--- src/design/ctt_pkg.sv ---
`default_nettype none

package ctt_pkg;

  // Default slot count and per-scan report limit.
  localparam int NUM_SLOTS_DEF = 32;
  localparam int MAX_RESULTS   = 32;
  localparam int CNT_W         = $clog2(MAX_RESULTS + 1);

  localparam int TIME_W    = 32;
  localparam int PHASE_W   = 3;
  localparam int REQ_W     = 3;
  localparam int SLOT_W    = 5;
  localparam int CFG_IDX_W = 3;

  typedef enum logic [REQ_W-1:0] {
    REQ_REGISTER   = 3'd0,
    REQ_TOUCH      = 3'd1,
    REQ_SET_PHASE  = 3'd2,
    REQ_UNREGISTER = 3'd3,
    REQ_SCAN       = 3'd4
  } req_e;

  typedef enum logic [CFG_IDX_W-1:0] {
    REG_IDLE_TIMEOUT   = 3'd0,
    REG_HEADER_TIMEOUT = 3'd1,
    REG_BODY_TIMEOUT   = 3'd2,
    REG_WRITE_TIMEOUT  = 3'd3
  } cfg_reg_e;

  localparam logic [PHASE_W-1:0] PH_IDLE    = 3'd0;
  localparam logic [PHASE_W-1:0] PH_HEADER  = 3'd1;
  localparam logic [PHASE_W-1:0] PH_BODY    = 3'd2;
  localparam logic [PHASE_W-1:0] PH_WRITING = 3'd4;

  typedef struct packed {
    logic [REQ_W-1:0]   req_type;
    logic [SLOT_W-1:0]  slot_index;
    logic [PHASE_W-1:0] new_phase;
    logic [TIME_W-1:0]  now_ms;
  } in_word_t;

  typedef struct packed {
    logic              close_valid;
    logic [SLOT_W-1:0] close_slot;
    logic              last;
  } out_word_t;

  // Commands from the controller to the datapath.
  typedef struct packed {
    logic ev_register;
    logic ev_touch;
    logic ev_setph;
    logic ev_unreg;
    logic ph_check;
    logic scan_start;
    logic scan_sel;
    logic scan_step;
    logic scan_finish;
  } cmd_t;

  // Status from the datapath to the controller.
  typedef struct packed {
    logic ev_ok;
    logic hit;
    logic held_valid;
    logic out_free;
    logic walk_done;
  } sts_t;

endpackage

`default_nettype wire

--- src/design/ctt_ram.sv ---
`default_nettype none

module ctt_ram #(
  parameter int WIDTH = 1,
  parameter int DEPTH = 2,
  localparam int AW = (DEPTH > 1) ? $clog2(DEPTH) : 1
) (
  input  wire logic                 clk,
  input  wire logic                 wr_en,
  input  wire logic [AW-1:0]        wr_addr,
  input  wire logic [WIDTH-1:0]     wr_data,
  input  wire logic [AW-1:0]        rd_addr,
  output logic      [WIDTH-1:0]     rd_data
);

  logic [WIDTH-1:0] mem [DEPTH];

  always_ff @(posedge clk) begin
    if (wr_en) begin
      mem[wr_addr] <= wr_data;
    end
    rd_data <= mem[rd_addr];
  end

endmodule

`default_nettype wire

--- src/design/ctt_ctrl.sv ---
`default_nettype none

module ctt_ctrl (
  input  wire logic                        clk,
  input  wire logic                        rst_n,
  input  wire logic                        in_valid,
  output logic                             in_ready,
  input  wire logic [ctt_pkg::REQ_W-1:0]   req_type,
  input  wire ctt_pkg::sts_t               sts,
  output ctt_pkg::cmd_t                    cmd
);

  typedef enum logic [4:0] {
    ST_IDLE = 5'b00001,
    ST_PH   = 5'b00010,
    ST_RD   = 5'b00100,
    ST_EV   = 5'b01000,
    ST_END  = 5'b10000
  } state_t;

  state_t state_r, state_nxt;

  always_comb begin
    cmd       = '0;
    state_nxt = state_r;
    in_ready  = (state_r == ST_IDLE);
    unique case (state_r)
      ST_IDLE: begin
        if (in_valid) begin
          unique case (req_type)
            ctt_pkg::REQ_REGISTER: begin
              cmd.ev_register = 1'b1;
            end
            ctt_pkg::REQ_TOUCH: begin
              cmd.ev_touch = 1'b1;
            end
            ctt_pkg::REQ_SET_PHASE: begin
              cmd.ev_setph = 1'b1;
              if (sts.ev_ok) begin
                state_nxt = ST_PH;
              end
            end
            ctt_pkg::REQ_UNREGISTER: begin
              cmd.ev_unreg = 1'b1;
            end
            ctt_pkg::REQ_SCAN: begin
              cmd.scan_start = 1'b1;
              state_nxt      = ST_RD;
            end
            default: begin
            end
          endcase
        end
      end
      ST_PH: begin
        cmd.ph_check = 1'b1;
        state_nxt    = ST_IDLE;
      end
      ST_RD: begin
        cmd.scan_sel = 1'b1;
        state_nxt    = ST_EV;
      end
      ST_EV: begin
        cmd.scan_sel = 1'b1;
        // A hit with a report already held must hand that report on first.
        if (!(sts.hit && sts.held_valid && !sts.out_free)) begin
          cmd.scan_step = 1'b1;
          state_nxt     = sts.walk_done ? ST_END : ST_RD;
        end
      end
      ST_END: begin
        if (sts.out_free) begin
          cmd.scan_finish = 1'b1;
          state_nxt       = ST_IDLE;
        end
      end
      default: begin
        state_nxt = ST_IDLE;
      end
    endcase
  end

  always_ff @(posedge clk) begin
    if (!rst_n) begin
      state_r <= ST_IDLE;
    end else begin
      state_r <= state_nxt;
    end
  end

endmodule

`default_nettype wire

--- src/design/ctt_datapath.sv ---
`default_nettype none

module ctt_datapath #(
  parameter int NUM_SLOTS = ctt_pkg::NUM_SLOTS_DEF
) (
  input  wire logic                              clk,
  input  wire logic                              rst_n,
  input  wire ctt_pkg::in_word_t                 in_data,
  input  wire ctt_pkg::cmd_t                     cmd,
  output ctt_pkg::sts_t                          sts,
  input  wire logic                              cfg_wr_en,
  input  wire logic [ctt_pkg::CFG_IDX_W-1:0]     cfg_index,
  input  wire logic [ctt_pkg::TIME_W-1:0]        cfg_data,
  input  wire logic                              out_ready,
  output logic                                   out_valid,
  output ctt_pkg::out_word_t                     out_data
);

  localparam int IDX_W = (NUM_SLOTS > 1) ? $clog2(NUM_SLOTS) : 1;
  localparam int TW    = ctt_pkg::TIME_W;
  localparam int PW    = ctt_pkg::PHASE_W;
  localparam int CW    = ctt_pkg::CNT_W;

  logic [TW-1:0]        idle_lim_r, idle_lim_nxt;
  logic [TW-1:0]        hdr_lim_r, hdr_lim_nxt;
  logic [TW-1:0]        body_lim_r, body_lim_nxt;
  logic [TW-1:0]        wr_lim_r, wr_lim_nxt;
  logic [TW-1:0]        cur_time_r, cur_time_nxt;
  logic [NUM_SLOTS-1:0] valid_r, valid_nxt;
  logic [IDX_W-1:0]     idx_r, idx_nxt;
  logic [CW-1:0]        cnt_r, cnt_nxt;
  logic                 held_valid_r, held_valid_nxt;
  logic [IDX_W-1:0]     held_slot_r, held_slot_nxt;
  logic [IDX_W-1:0]     ev_addr_r, ev_addr_nxt;
  logic [PW-1:0]        new_phase_r, new_phase_nxt;
  logic                 out_valid_r, out_valid_nxt;
  ctt_pkg::out_word_t   out_data_r, out_data_nxt;

  logic [IDX_W-1:0]     ev_addr;
  logic                 in_range;
  logic                 ev_valid;
  logic [IDX_W-1:0]     rd_addr;
  logic                 ps_we;
  logic [IDX_W-1:0]     ps_addr;
  logic [PW-1:0]        ph_wdata;
  logic                 la_we;
  logic [PW-1:0]        rd_phase;
  logic [TW-1:0]        rd_start;
  logic [TW-1:0]        rd_last;
  logic [TW-1:0]        ph_lim;
  logic [TW-1:0]        idle_elapsed;
  logic [TW-1:0]        ph_elapsed;
  logic                 hit;

  assign ev_addr  = IDX_W'(in_data.slot_index);
  assign in_range = {2'b00, in_data.slot_index} < 7'(NUM_SLOTS);
  assign ev_valid = in_range && valid_r[ev_addr];
  assign rd_addr  = cmd.scan_sel ? idx_r : ev_addr;

  // Phase and phase-start time share one memory; last-activity time has its own.
  assign ps_we    = (cmd.ev_register && in_range) ||
                    (cmd.ph_check && (rd_phase != new_phase_r));
  assign ps_addr  = cmd.ph_check ? ev_addr_r : ev_addr;
  assign ph_wdata = cmd.ph_check ? new_phase_r : ctt_pkg::PH_IDLE;
  assign la_we    = (cmd.ev_register && in_range) ||
                    ((cmd.ev_touch || cmd.ev_setph) && ev_valid);

  ctt_ram #(.WIDTH(PW + TW), .DEPTH(NUM_SLOTS)) u_ps_ram (
    .clk     (clk),
    .wr_en   (ps_we),
    .wr_addr (ps_addr),
    .wr_data ({ph_wdata, cur_time_r}),
    .rd_addr (rd_addr),
    .rd_data ({rd_phase, rd_start})
  );

  ctt_ram #(.WIDTH(TW), .DEPTH(NUM_SLOTS)) u_la_ram (
    .clk     (clk),
    .wr_en   (la_we),
    .wr_addr (ev_addr),
    .wr_data (cur_time_r),
    .rd_addr (rd_addr),
    .rd_data (rd_last)
  );

  always_comb begin
    case (rd_phase)
      ctt_pkg::PH_HEADER:  ph_lim = hdr_lim_r;
      ctt_pkg::PH_BODY:    ph_lim = body_lim_r;
      ctt_pkg::PH_WRITING: ph_lim = wr_lim_r;
      default:             ph_lim = '0;
    endcase
  end

  // Elapsed times wrap modulo 2^32, as the subtraction does naturally.
  assign idle_elapsed = cur_time_r - rd_last;
  assign ph_elapsed   = cur_time_r - rd_start;
  assign hit = valid_r[idx_r] &&
               (((idle_lim_r != '0) && (idle_elapsed >= idle_lim_r)) ||
                ((ph_lim != '0) && (ph_elapsed >= ph_lim)));

  assign sts.ev_ok      = ev_valid;
  assign sts.hit        = hit;
  assign sts.held_valid = held_valid_r;
  assign sts.out_free   = !out_valid_r || out_ready;
  assign sts.walk_done  = (idx_r == IDX_W'(NUM_SLOTS - 1)) ||
                          (hit && (cnt_r == CW'(ctt_pkg::MAX_RESULTS - 1)));

  assign out_valid = out_valid_r;
  assign out_data  = out_data_r;

  always_comb begin
    idle_lim_nxt   = idle_lim_r;
    hdr_lim_nxt    = hdr_lim_r;
    body_lim_nxt   = body_lim_r;
    wr_lim_nxt     = wr_lim_r;
    cur_time_nxt   = cur_time_r;
    valid_nxt      = valid_r;
    idx_nxt        = idx_r;
    cnt_nxt        = cnt_r;
    held_valid_nxt = held_valid_r;
    held_slot_nxt  = held_slot_r;
    ev_addr_nxt    = ev_addr_r;
    new_phase_nxt  = new_phase_r;
    out_valid_nxt  = out_valid_r && !out_ready;
    out_data_nxt   = out_data_r;

    if (cfg_wr_en) begin
      unique case (cfg_index)
        ctt_pkg::REG_IDLE_TIMEOUT:   idle_lim_nxt = cfg_data;
        ctt_pkg::REG_HEADER_TIMEOUT: hdr_lim_nxt  = cfg_data;
        ctt_pkg::REG_BODY_TIMEOUT:   body_lim_nxt = cfg_data;
        ctt_pkg::REG_WRITE_TIMEOUT:  wr_lim_nxt   = cfg_data;
        default: begin
        end
      endcase
    end

    if (cmd.ev_register && in_range) begin
      valid_nxt[ev_addr] = 1'b1;
    end
    if (cmd.ev_unreg && in_range) begin
      valid_nxt[ev_addr] = 1'b0;
    end
    if (cmd.ev_setph) begin
      ev_addr_nxt   = ev_addr;
      new_phase_nxt = in_data.new_phase;
    end

    if (cmd.scan_start) begin
      cur_time_nxt   = in_data.now_ms;
      idx_nxt        = '0;
      cnt_nxt        = '0;
      held_valid_nxt = 1'b0;
    end

    // The newest hit is held back so that the final report can carry last.
    if (cmd.scan_step) begin
      idx_nxt = idx_r + 1'b1;
      if (hit) begin
        if (held_valid_r) begin
          out_valid_nxt            = 1'b1;
          out_data_nxt.close_valid = 1'b1;
          out_data_nxt.close_slot  = ctt_pkg::SLOT_W'(held_slot_r);
          out_data_nxt.last        = 1'b0;
        end
        held_valid_nxt = 1'b1;
        held_slot_nxt  = idx_r;
        cnt_nxt        = cnt_r + 1'b1;
      end
    end

    if (cmd.scan_finish) begin
      out_valid_nxt            = 1'b1;
      out_data_nxt.close_valid = held_valid_r;
      out_data_nxt.close_slot  = held_valid_r ? ctt_pkg::SLOT_W'(held_slot_r) : '0;
      out_data_nxt.last        = 1'b1;
    end
  end

  always_ff @(posedge clk) begin
    if (!rst_n) begin
      idle_lim_r   <= '0;
      hdr_lim_r    <= '0;
      body_lim_r   <= '0;
      wr_lim_r     <= '0;
      cur_time_r   <= '0;
      valid_r      <= '0;
      idx_r        <= '0;
      cnt_r        <= '0;
      held_valid_r <= 1'b0;
      out_valid_r  <= 1'b0;
    end else begin
      idle_lim_r   <= idle_lim_nxt;
      hdr_lim_r    <= hdr_lim_nxt;
      body_lim_r   <= body_lim_nxt;
      wr_lim_r     <= wr_lim_nxt;
      cur_time_r   <= cur_time_nxt;
      valid_r      <= valid_nxt;
      idx_r        <= idx_nxt;
      cnt_r        <= cnt_nxt;
      held_valid_r <= held_valid_nxt;
      out_valid_r  <= out_valid_nxt;
    end
  end

  always_ff @(posedge clk) begin
    held_slot_r <= held_slot_nxt;
    ev_addr_r   <= ev_addr_nxt;
    new_phase_r <= new_phase_nxt;
    out_data_r  <= out_data_nxt;
  end

endmodule

`default_nettype wire

--- src/design/connection_timeout_table.sv ---
// Register, touch and unregister words finish in the accepting cycle; set phase on a valid slot adds a
// phase check state. Scan tick: the time is latched, then each slot passes through a read state and a
// check state until the last slot or the report limit; then the final word goes out once the output is free.
// Throughput is one word at a time, bounded by the single read port of the slot memories.
// Reset (synchronous, rst_n low) clears the valid bits, the timeout registers and the current time;
// slot memory contents are not cleared, so no clearing pass runs and the block is ready at once.
`default_nettype none

module connection_timeout_table #(
  parameter int NUM_SLOTS = ctt_pkg::NUM_SLOTS_DEF
) (
  input  wire logic                              clk,
  input  wire logic                              rst_n,
  // Event channel.
  input  wire logic                              in_valid,
  output logic                                   in_ready,
  input  wire ctt_pkg::in_word_t                 in_data,
  // Close report channel.
  output logic                                   out_valid,
  input  wire logic                              out_ready,
  output ctt_pkg::out_word_t                     out_data,
  // Timeout register writes.
  input  wire logic                              cfg_wr_en,
  input  wire logic [ctt_pkg::CFG_IDX_W-1:0]     cfg_index,
  input  wire logic [ctt_pkg::TIME_W-1:0]        cfg_data
);

  // The controller sequences events and the slot walk; the datapath owns the
  // slot memories, valid bits, timeout registers and the output register.
  // They talk only through the command and status structs below.
  ctt_pkg::cmd_t cmd;
  ctt_pkg::sts_t sts;

  // The controller takes a new word only when idle. Non-scan words finish in
  // the accepting cycle, apart from set phase on a valid slot, which moves to a
  // phase check state to compare the stored phase read from memory before rewriting it.
  ctt_ctrl u_ctrl (
    .clk      (clk),
    .rst_n    (rst_n),
    .in_valid (in_valid),
    .in_ready (in_ready),
    .req_type (in_data.req_type),
    .sts      (sts),
    .cmd      (cmd)
  );

  // During a scan, each slot is read and then checked against the idle limit
  // and its phase limit. The most recent hit is held back so that the
  // last flag can be set on the final report of the walk; earlier hits go out
  // through the output register, and the walk waits while that register is
  // full. The walk ends at the last slot or after the per-scan report limit.
  ctt_datapath #(.NUM_SLOTS(NUM_SLOTS)) u_datapath (
    .clk       (clk),
    .rst_n     (rst_n),
    .in_data   (in_data),
    .cmd       (cmd),
    .sts       (sts),
    .cfg_wr_en (cfg_wr_en),
    .cfg_index (cfg_index),
    .cfg_data  (cfg_data),
    .out_ready (out_ready),
    .out_valid (out_valid),
    .out_data  (out_data)
  );

endmodule

`default_nettype wire
--- config.mk ---
export PLATFORM = sky130hd
export DESIGN_NAME = connection_timeout_table
export DESIGN_NICKNAME = d
export VERILOG_FILES = /design/src/design/ctt_pkg.sv /design/src/design/ctt_ram.sv /design/src/design/ctt_ctrl.sv /design/src/design/ctt_datapath.sv /design/src/design/connection_timeout_table.sv
export SDC_FILE = /design/constraint.sdc
export NUM_CORES = 2
export LEC_CHECK = 0
export BUFFER_PORTS_ARGS = -buffer_cell sky130_fd_sc_hd__buf_2
export CAP_MARGIN = 15
export CORE_ASPECT_RATIO = 0.6
export CORE_MARGIN = 3
export CORE_UTILIZATION = 57
export DETAILED_ROUTE_END_ITERATION = 6
export PLACE_DENSITY = 0.76
export SYNTH_ARGS = -nofsm -noshare
export SYNTH_HDL_FRONTEND = slang
export SYNTH_SLANG_ARGS = --single-unit
--- constraint.sdc ---
create_clock -name clk -period 5.25 [get_ports clk]
set_input_delay 0 -clock clk [delete_from_list [all_inputs] [get_ports clk]]
set_output_delay 0 -clock clk [all_outputs]
set_load 0.05 [all_outputs]
======== After elaboration in Yosys (flattened, before gate mapping) ========
Memories as Yosys holds them, arrays and structs flattened. A register that Yosys moved wholly into a read port is not among the register bits.
Index checks and enable logic that the tools add are counted.
word-level totals
  flip-flop bits (word level) ............. 230
  latch bits .............................. 0
  bits in writable memories ............... 2144
  memory bits (read-only) ................. 0
  bits of input ports ..................... 83
  output and inout bits ................... 9
  word-level logic and storage cells ...... 145
  memories kept ........................... 2
memories
  memory                   words  width  read ports  clocked after Yosys merged registers in  wr ports  RTL line       RTL
  u_datapath.u_ps_ram.mem  32     35     1           1                                        1         ctt_ram.sv:16  logic [WIDTH-1:0] mem [DEPTH];
  u_datapath.u_la_ram.mem  32     32     1           1                                        1         ctt_ram.sv:16
cells by class
  add/sub/neg operators ................... 4
  multipliers ............................. 0
  div/mod/pow operators ................... 0
  $lt $le $gt $ge ......................... 5
  equality and inequality tests ........... 23
  shift-type cells ........................ 0
  muxes and demuxes ....................... 55
  bitwise operators ....................... 3
  reduce and logical (&&, ||, !) cells .... 36
operators by type and width
  kind                   number
  $pmux W32 S3           1
  $ge A32 B32 Y1         2
  $mux W32               2
  $reduce_bool A32 Y1    2
  $sub A32 B32 Y32       2
  $mux W5                10
  $and A32 B32 Y32       1
  $not A32 Y32           1
  $or A32 B32 Y32        1
  $mux W7                4
  $mux W1                27
  $pmux W5 S4            1
  $mux W6                3
  $eq A3 B2 Y1 const B   5
  $lt A5 B6 Y1 const B   2
  $bmux W1 S5            2
  $eq A5 B5 Y1 const B   2
  $logic_and A1 B1 Y1    10
  $pmux W5 S2            1
  $reduce_and A2 Y1      5
  $eq A3 B1 Y1 const B   3
  $mux W4                2
  $reduce_bool A2 Y1     4
  $add A6 B1 Y6 const B  1
  other kinds (21)       32

======== Longest topological paths before layout ========
  word-level depth ........................ 12
  gate-level depth with buffers ........... 24
  gate-level depth less buffers ........... 23

======== Modules after synthesis ========
A second synthesis with hierarchy kept.
second synthesis, totals
  cell total of the unflattened synthesis .. 6530
  area total of the unflattened synthesis .. 99643.1 um^2
modules (own cells, without submodules)
  module                         instances  cells each  area each (um^2)
  ctt_ram (u_datapath.u_ps_ram)  1          2469        44545.2
  ctt_ram (u_datapath.u_la_ram)  1          2260        40495.1
  ctt_datapath                   1          1747        14188.6
  ctt_ctrl                       1          54          414.1

======== Worst setup path after synthesis ========
No wires, ideal clock.
  path type ............................... register to register
  from .................................... register u_datapath.cur_time_r[4]
  to ...................................... register u_datapath.out_data_r, in the netlist u_datapath.out_data[1] (enable)
  library setup time ...................... 377 ps
  arrival ................................. 5354 ps
  required time ........................... 4873 ps
  slack ................................... -481 ps
  cell stages (with the launch flop) ...... 19
  buffers on the path ..................... 1
  period minus slack after synthesis ...... 5731 ps
  cells stage by stage .................... dfxtp_1 ha_1 or4_1 o211ai_1 o21ba_2 a31o_2 a211oi_1 o31ai_1 a221o_1 a21oi_1 xnor2_1 ha_1 and4_1 nand4_1 nor4b_1 or2_2 o21ai_2 buf_2 o21ai_0
on the way
  cells in the longest elaborated chain, start to end .. 11
  elaborated cells between the ends (all ways) .. 15
  classes of those cells .................. add/sub (2); order compare (2); mux (2); reduce/logical (9)
ends and longest elaborated chain
  item                                    RTL line                                 RTL
  start, declared                         ctt_datapath.sv:28                       logic [TW-1:0] cur_time_r, cur_time_nxt;
  start signal, assigned                  ctt_datapath.sv:198                      cur_time_r <= cur_time_nxt;
  $sub A32 B32 Y32 (on tied branches)     ctt_datapath.sv:96, ctt_datapath.sv:97
  $ge A32 B32 Y1 (on tied branches)       ctt_datapath.sv:99, ctt_datapath.sv:100
  $logic_and A1 B1 Y1 (on tied branches)  ctt_datapath.sv:99, ctt_datapath.sv:100
  $logic_or A1 B1 Y1 *                    ctt_datapath.sv:99                       (((idle_lim_r != '0) && (idle_elapsed >= idle_lim_r)) ||
  $logic_and A1 B1 Y1 *                   ctt_datapath.sv:98                       assign hit = valid_r[idx_r] &&
  $logic_and A1 B1 Y1 (2 in a row)        ctt_ctrl.sv:66                           if (!(sts.hit && sts.held_valid && !sts.out_free)) begin
  $mux W1                                 ctt_ctrl.sv:66
  $mux W1                                 ctt_ctrl.sv:27                           unique case (state_r)
  $reduce_bool A2 Y1 (no line)            -
  $reduce_and A3 Y1 (no line) *           -
  end signal, assigned                    ctt_datapath.sv:211                      out_data_r <= out_data_nxt;
  end, declared                           ctt_datapath.sv:37                       ctt_pkg::out_word_t out_data_r, out_data_nxt;
Mark *: on every way between the ends. The rest lies on a longest branch, timed or not.
A chain may end at the register's enable or synchronous reset.

======== Final worst setup path ========
  from .................................... register u_datapath.cur_time_r[0]
  to ...................................... register u_datapath.cnt_r[5]
on the way
  cells in the longest elaborated chain, start to end .. 10
  elaborated cells between the ends (all ways) .. 14
  classes of those cells .................. add/sub (2); order compare (2); mux (4); reduce/logical (6)
ends and longest elaborated chain
  item                                    RTL line                                 RTL
  $sub A32 B32 Y32 (on tied branches)     ctt_datapath.sv:96, ctt_datapath.sv:97
  $ge A32 B32 Y1 (on tied branches)       ctt_datapath.sv:99, ctt_datapath.sv:100
  $logic_and A1 B1 Y1 (on tied branches)  ctt_datapath.sv:99, ctt_datapath.sv:100
  $logic_or A1 B1 Y1 *                    ctt_datapath.sv:99
  $logic_and A1 B1 Y1 *                   ctt_datapath.sv:98
  $logic_and A1 B1 Y1 (2 in a row)        ctt_ctrl.sv:66
  $mux W1                                 ctt_ctrl.sv:66
  $mux W1                                 ctt_ctrl.sv:27
  $mux W6 *                               ctt_datapath.sv:158                      if (cmd.scan_step) begin
  end signal, assigned                    ctt_datapath.sv:201                      cnt_r <= cnt_nxt;
  end, declared                           ctt_datapath.sv:31                       logic [CW-1:0] cnt_r, cnt_nxt;
Marked as above.

==> reports/results.tsv <==
metric	value	unit
DR iter-0 viols	11293	
total number of vias	59697	
post-synthesis async set-or-reset flop share	0	
PwrDens	356	nW/µm²
R2R depth	24	
cell taking the most area after synthesis	edfxtp_1	
largest net degree at the start of global routing	112	
CTS root buffer	clkbuf_16	
Top FF cell, synth	edfxtp_1	
die area	178000	µm²
Mapped Nets	6190	
Maximum Capacitance Violations	0	
cell area after placement	103000	µm²
worst setup path start	u_datapath.cur_time_r[0]	
skew final	0.0589	ns
synth top area cells	edfxtp_1 66%, mux4_2 13%, dfxtp_1 5.7%	
Vias per Instance	6.80	
share of cells above drive strength 1	0.212	
syn_area_per_cell	16.4	µm²
Top Ports	92	
hold crit path type	input port to register	
status	finished, violations left	
CTS tree	done	
worst path arrival time	5.81	ns
die height	328	µm
Synth cell types	77	
critical path type	register to register	
row cnt	117	
crit path capture	u_datapath.cnt_r[5]	
Crit path required time	5.99	ns
clk_lat worst skew	0.85	ns
achievable clock frequency	0.197	GHz
Worst Tran Pin Value	1.24	ns
reg2reg end	u_datapath.cnt_r[5]	
post-synthesis sequential area ratio	0.717	
final RePlAce weighted congestion	0.964	
Pre-antenna DRT Iters	7	
top cell type's share of synthesized area	0.661	
Die Wd	542	µm
RSZ-0062 raised after global routing	yes	
Synth warnings	0	
Worst setup SP type	register	
leakage power	36.2	nW
Slew Viols, Final	0	
Seq cells post-synth	2441	
relative slew slack	0.167	
CTS max path bufs	4	
final wirelength	288000	µm
Starting Density	0.577	
clock sinks	2441	
r2r setup slk	0.17	ns
Power Total	39.8	mW
fin crit period	5.08	ns
Final setup viols	0	
Post-DP HPWL	169000	µm
final hold vios	0	
antenna violations before repair	17	
maximum vdd drop	0.296	mV
Port Buffers	91	
r2r startpoint	u_datapath.cur_time_r[0]	
Antenna Nets Post-Route	0	
Mapped Cells	5976	
Cell Area, Synth	98300	µm²
Remaining Overflow, GRT	0	
crit share post-route	0.967	
global-route wire length before repair	412000	µm
CP max FO	12	
H-tree depth	4	
post-route cell area	112000	µm²
NumNets Final	6563	
Post-synth EDFFs	2163	
routed length per instance	32.9	µm
crit end category	register	
clock-pin slew on the worst setup and hold paths	0.07	ns
Total GRT Usage	0.324	
Core ar.	170000	µm²
synthesis-to-finish area growth	13.8	%
number of global-route vias before repair	57794	
failing checks	DRC	
DR DRC count	1	
CTS Buf Count	206	
==> cell usage in the layout, fill, tap and decap left out, types with 15 or more instances in the layout <==
cell type,count
a21oi_1,242
clkbuf_1,29
clkbuf_16,211
dfxtp_2,31
a21o_1,29
nor4bb_1,29
a31oi_1,36
dfxtp_1,245
buf_4,215
buf_12,46
and2_1,16
dlygate4sd3_1,143
mux4_2,552
nor2_1,87
clkinv_1,34
nor2_4,64
ha_1,129
a221oi_1,32
xnor2_1,43
and3_1,15
edfxtp_1,2163
buf_2,91
bufinv_16,27
inv_1,114
nor2b_1,50
o21ai_0,73
xor2_1,16
clkinv_2,35
nand3_1,431
nand4_1,21
nand2_1,1017
==> kinds of logic after synthesis <==
| kind of cell | synth area share |
|---|---|
| flops | 0.717 |
| fa+ha+maj | 0.0168 |
| simple gates | 0.0817 |
| xor+xnor | 0.00526 |
| buf+inv | 0.0186 |
| compound gates | 0.0322 |
| mux | 0.128 |
==> power breakdown <==
group	internal (mW)	switching (mW)	total [mW]
Sequential	21.1	0.0926	21.2
Combinational	0.995	1.82	2.81
Clock	8.86	7.00	15.9
Total	30.9	8.92	39.8
==> critical path: stages (launching register included) <==
cell	delay (ns)
dfxtp_2	0.32
inv_1	0.06
ha_1	0.17
inv_1	0.06
fa_1	0.41
a211oi_2	0.37
o21ai_2	0.13
a41oi_2	0.26
o21ai_0	0.18
nand3_1	0.14
nand2_1	0.09
a21o_1	0.20
a21oi_1	0.17
xnor2_1	0.09
ha_1	0.29
nand2_1	0.08
o21ai_2	0.20
o21ai_0	0.13
a21oi_1	0.23
o21a_2	0.31
o21a_4	0.19
o21ai_4	0.09
buf_6	0.17
or4_1	0.53
a21oi_2	0.13
==> through the flow <==
stage               TNS (ns)  cells   util  hold slack, ns  worst slack (ns)
finish                     0   8774  0.657          0.0484             0.175
global route         -0.0563   8771  0.656          0.0242           -0.0281
CTS                        0   8766  0.655        0.000650            0.0283
detailed placement     -1.19   8255  0.607           0.199            -0.151
global placement      -0.666   8255  0.607           0.197            -0.132
floorplan                  0   5976      -          0.0989            0.0287
==> layout make-up <==
| cell class | count | area [µm²] |
|---|---|---|
| diodes | 4 | 10.0 |
| repair buffers | 499 | 4480 |
| inverters | 114 | 430 |
| well taps | 2261 | 2830 |
| flip-flops and latches | 2441 | 70600 |
| clock inverters | 115 | 1270 |
| clock buffers | 253 | 5570 |
| fillers | 10941 | 58500 |
| multi-input cells | 3087 | 26700 |
==> synth_stat cells (all sizes together), types with 11 or more instances <==
library cell / n
nand2: 1018
nand3: 431
a21oi: 249
a31oi: 37
and3: 15
nor2: 153
nand4: 21
and2: 16
nor2b: 52
ha: 129
edfxtp: 2163
dfxtp: 278
a221oi: 34
inv: 114
nor4: 13
nand2b: 14
mux4: 553
o21ai: 80
nor4bb: 29
nor3: 12
a21o: 29
buf: 117
o211ai: 12
o21a: 14
xor2: 16
clkbuf: 217
or2: 11
xnor2: 43
==> worst min path at each step <==
stage / slack (ns) / endpoint / start / cells past startpoint
6_report: 0.05 / u_datapath.wr_lim_r[16] / cfg_data[16] / 4
5_1_grt: 0.02 / u_datapath.wr_lim_r[16] / cfg_data[16] / 4
4_1_cts: 0.0007 / u_datapath.body_lim_r[15] / cfg_data[15] / 4
3_5_place_dp: 0.20 / u_datapath.new_phase_r[1] / in_data[33] / 1
3_3_place_gp: 0.20 / u_datapath.new_phase_r[2] / in_data[34] / 1
2_1_floorplan: 0.1 / u_datapath.ev_addr_r[0] / in_data[35] / 0
==> registers in the layout, summed over array words and instances (netlist names), 5 cells and up <==
name	flops
u_datapath.idx_r	5
u_datapath.wr_lim_r	32
u_datapath.cur_time_r	32
u_datapath.valid_r	32
u_datapath.out_data	7
u_datapath.hdr_lim_r	32
u_datapath.u_ps_ram.rd_data	35
u_ctrl.state_r	5
u_datapath.u_la_ram.mem	1024
u_datapath.idle_lim_r	32
u_datapath.cnt_r	6
u_datapath.ev_addr_r	5
u_datapath.u_la_ram.rd_data	32
u_datapath.u_ps_ram.mem	1120
u_datapath.body_lim_r	32
u_datapath.held_slot_r	5
==> per-layer routing <==
metal,vias up,part of all wire,GRT usage
li1,23876,-,-
met1,30174,0.37,0.474
met5,-,0.00024,0
met3,614,0.18,0.139
met2,5023,0.42,0.444
met4,10,0.034,0.0967
==> what timing repair did <==
item | 4_1_cts | 5_1_grt
hold endpoints to repair | 231 | 0
gates cloned | 0 | 0
setup endpoints to repair | 30 | 31
hold buffers | 143 | 0
gates resized for setup | 6 | 38
pin swaps | 2 | 19
setup buffers | 0 | 1
(Power assumes the default switching activity.)
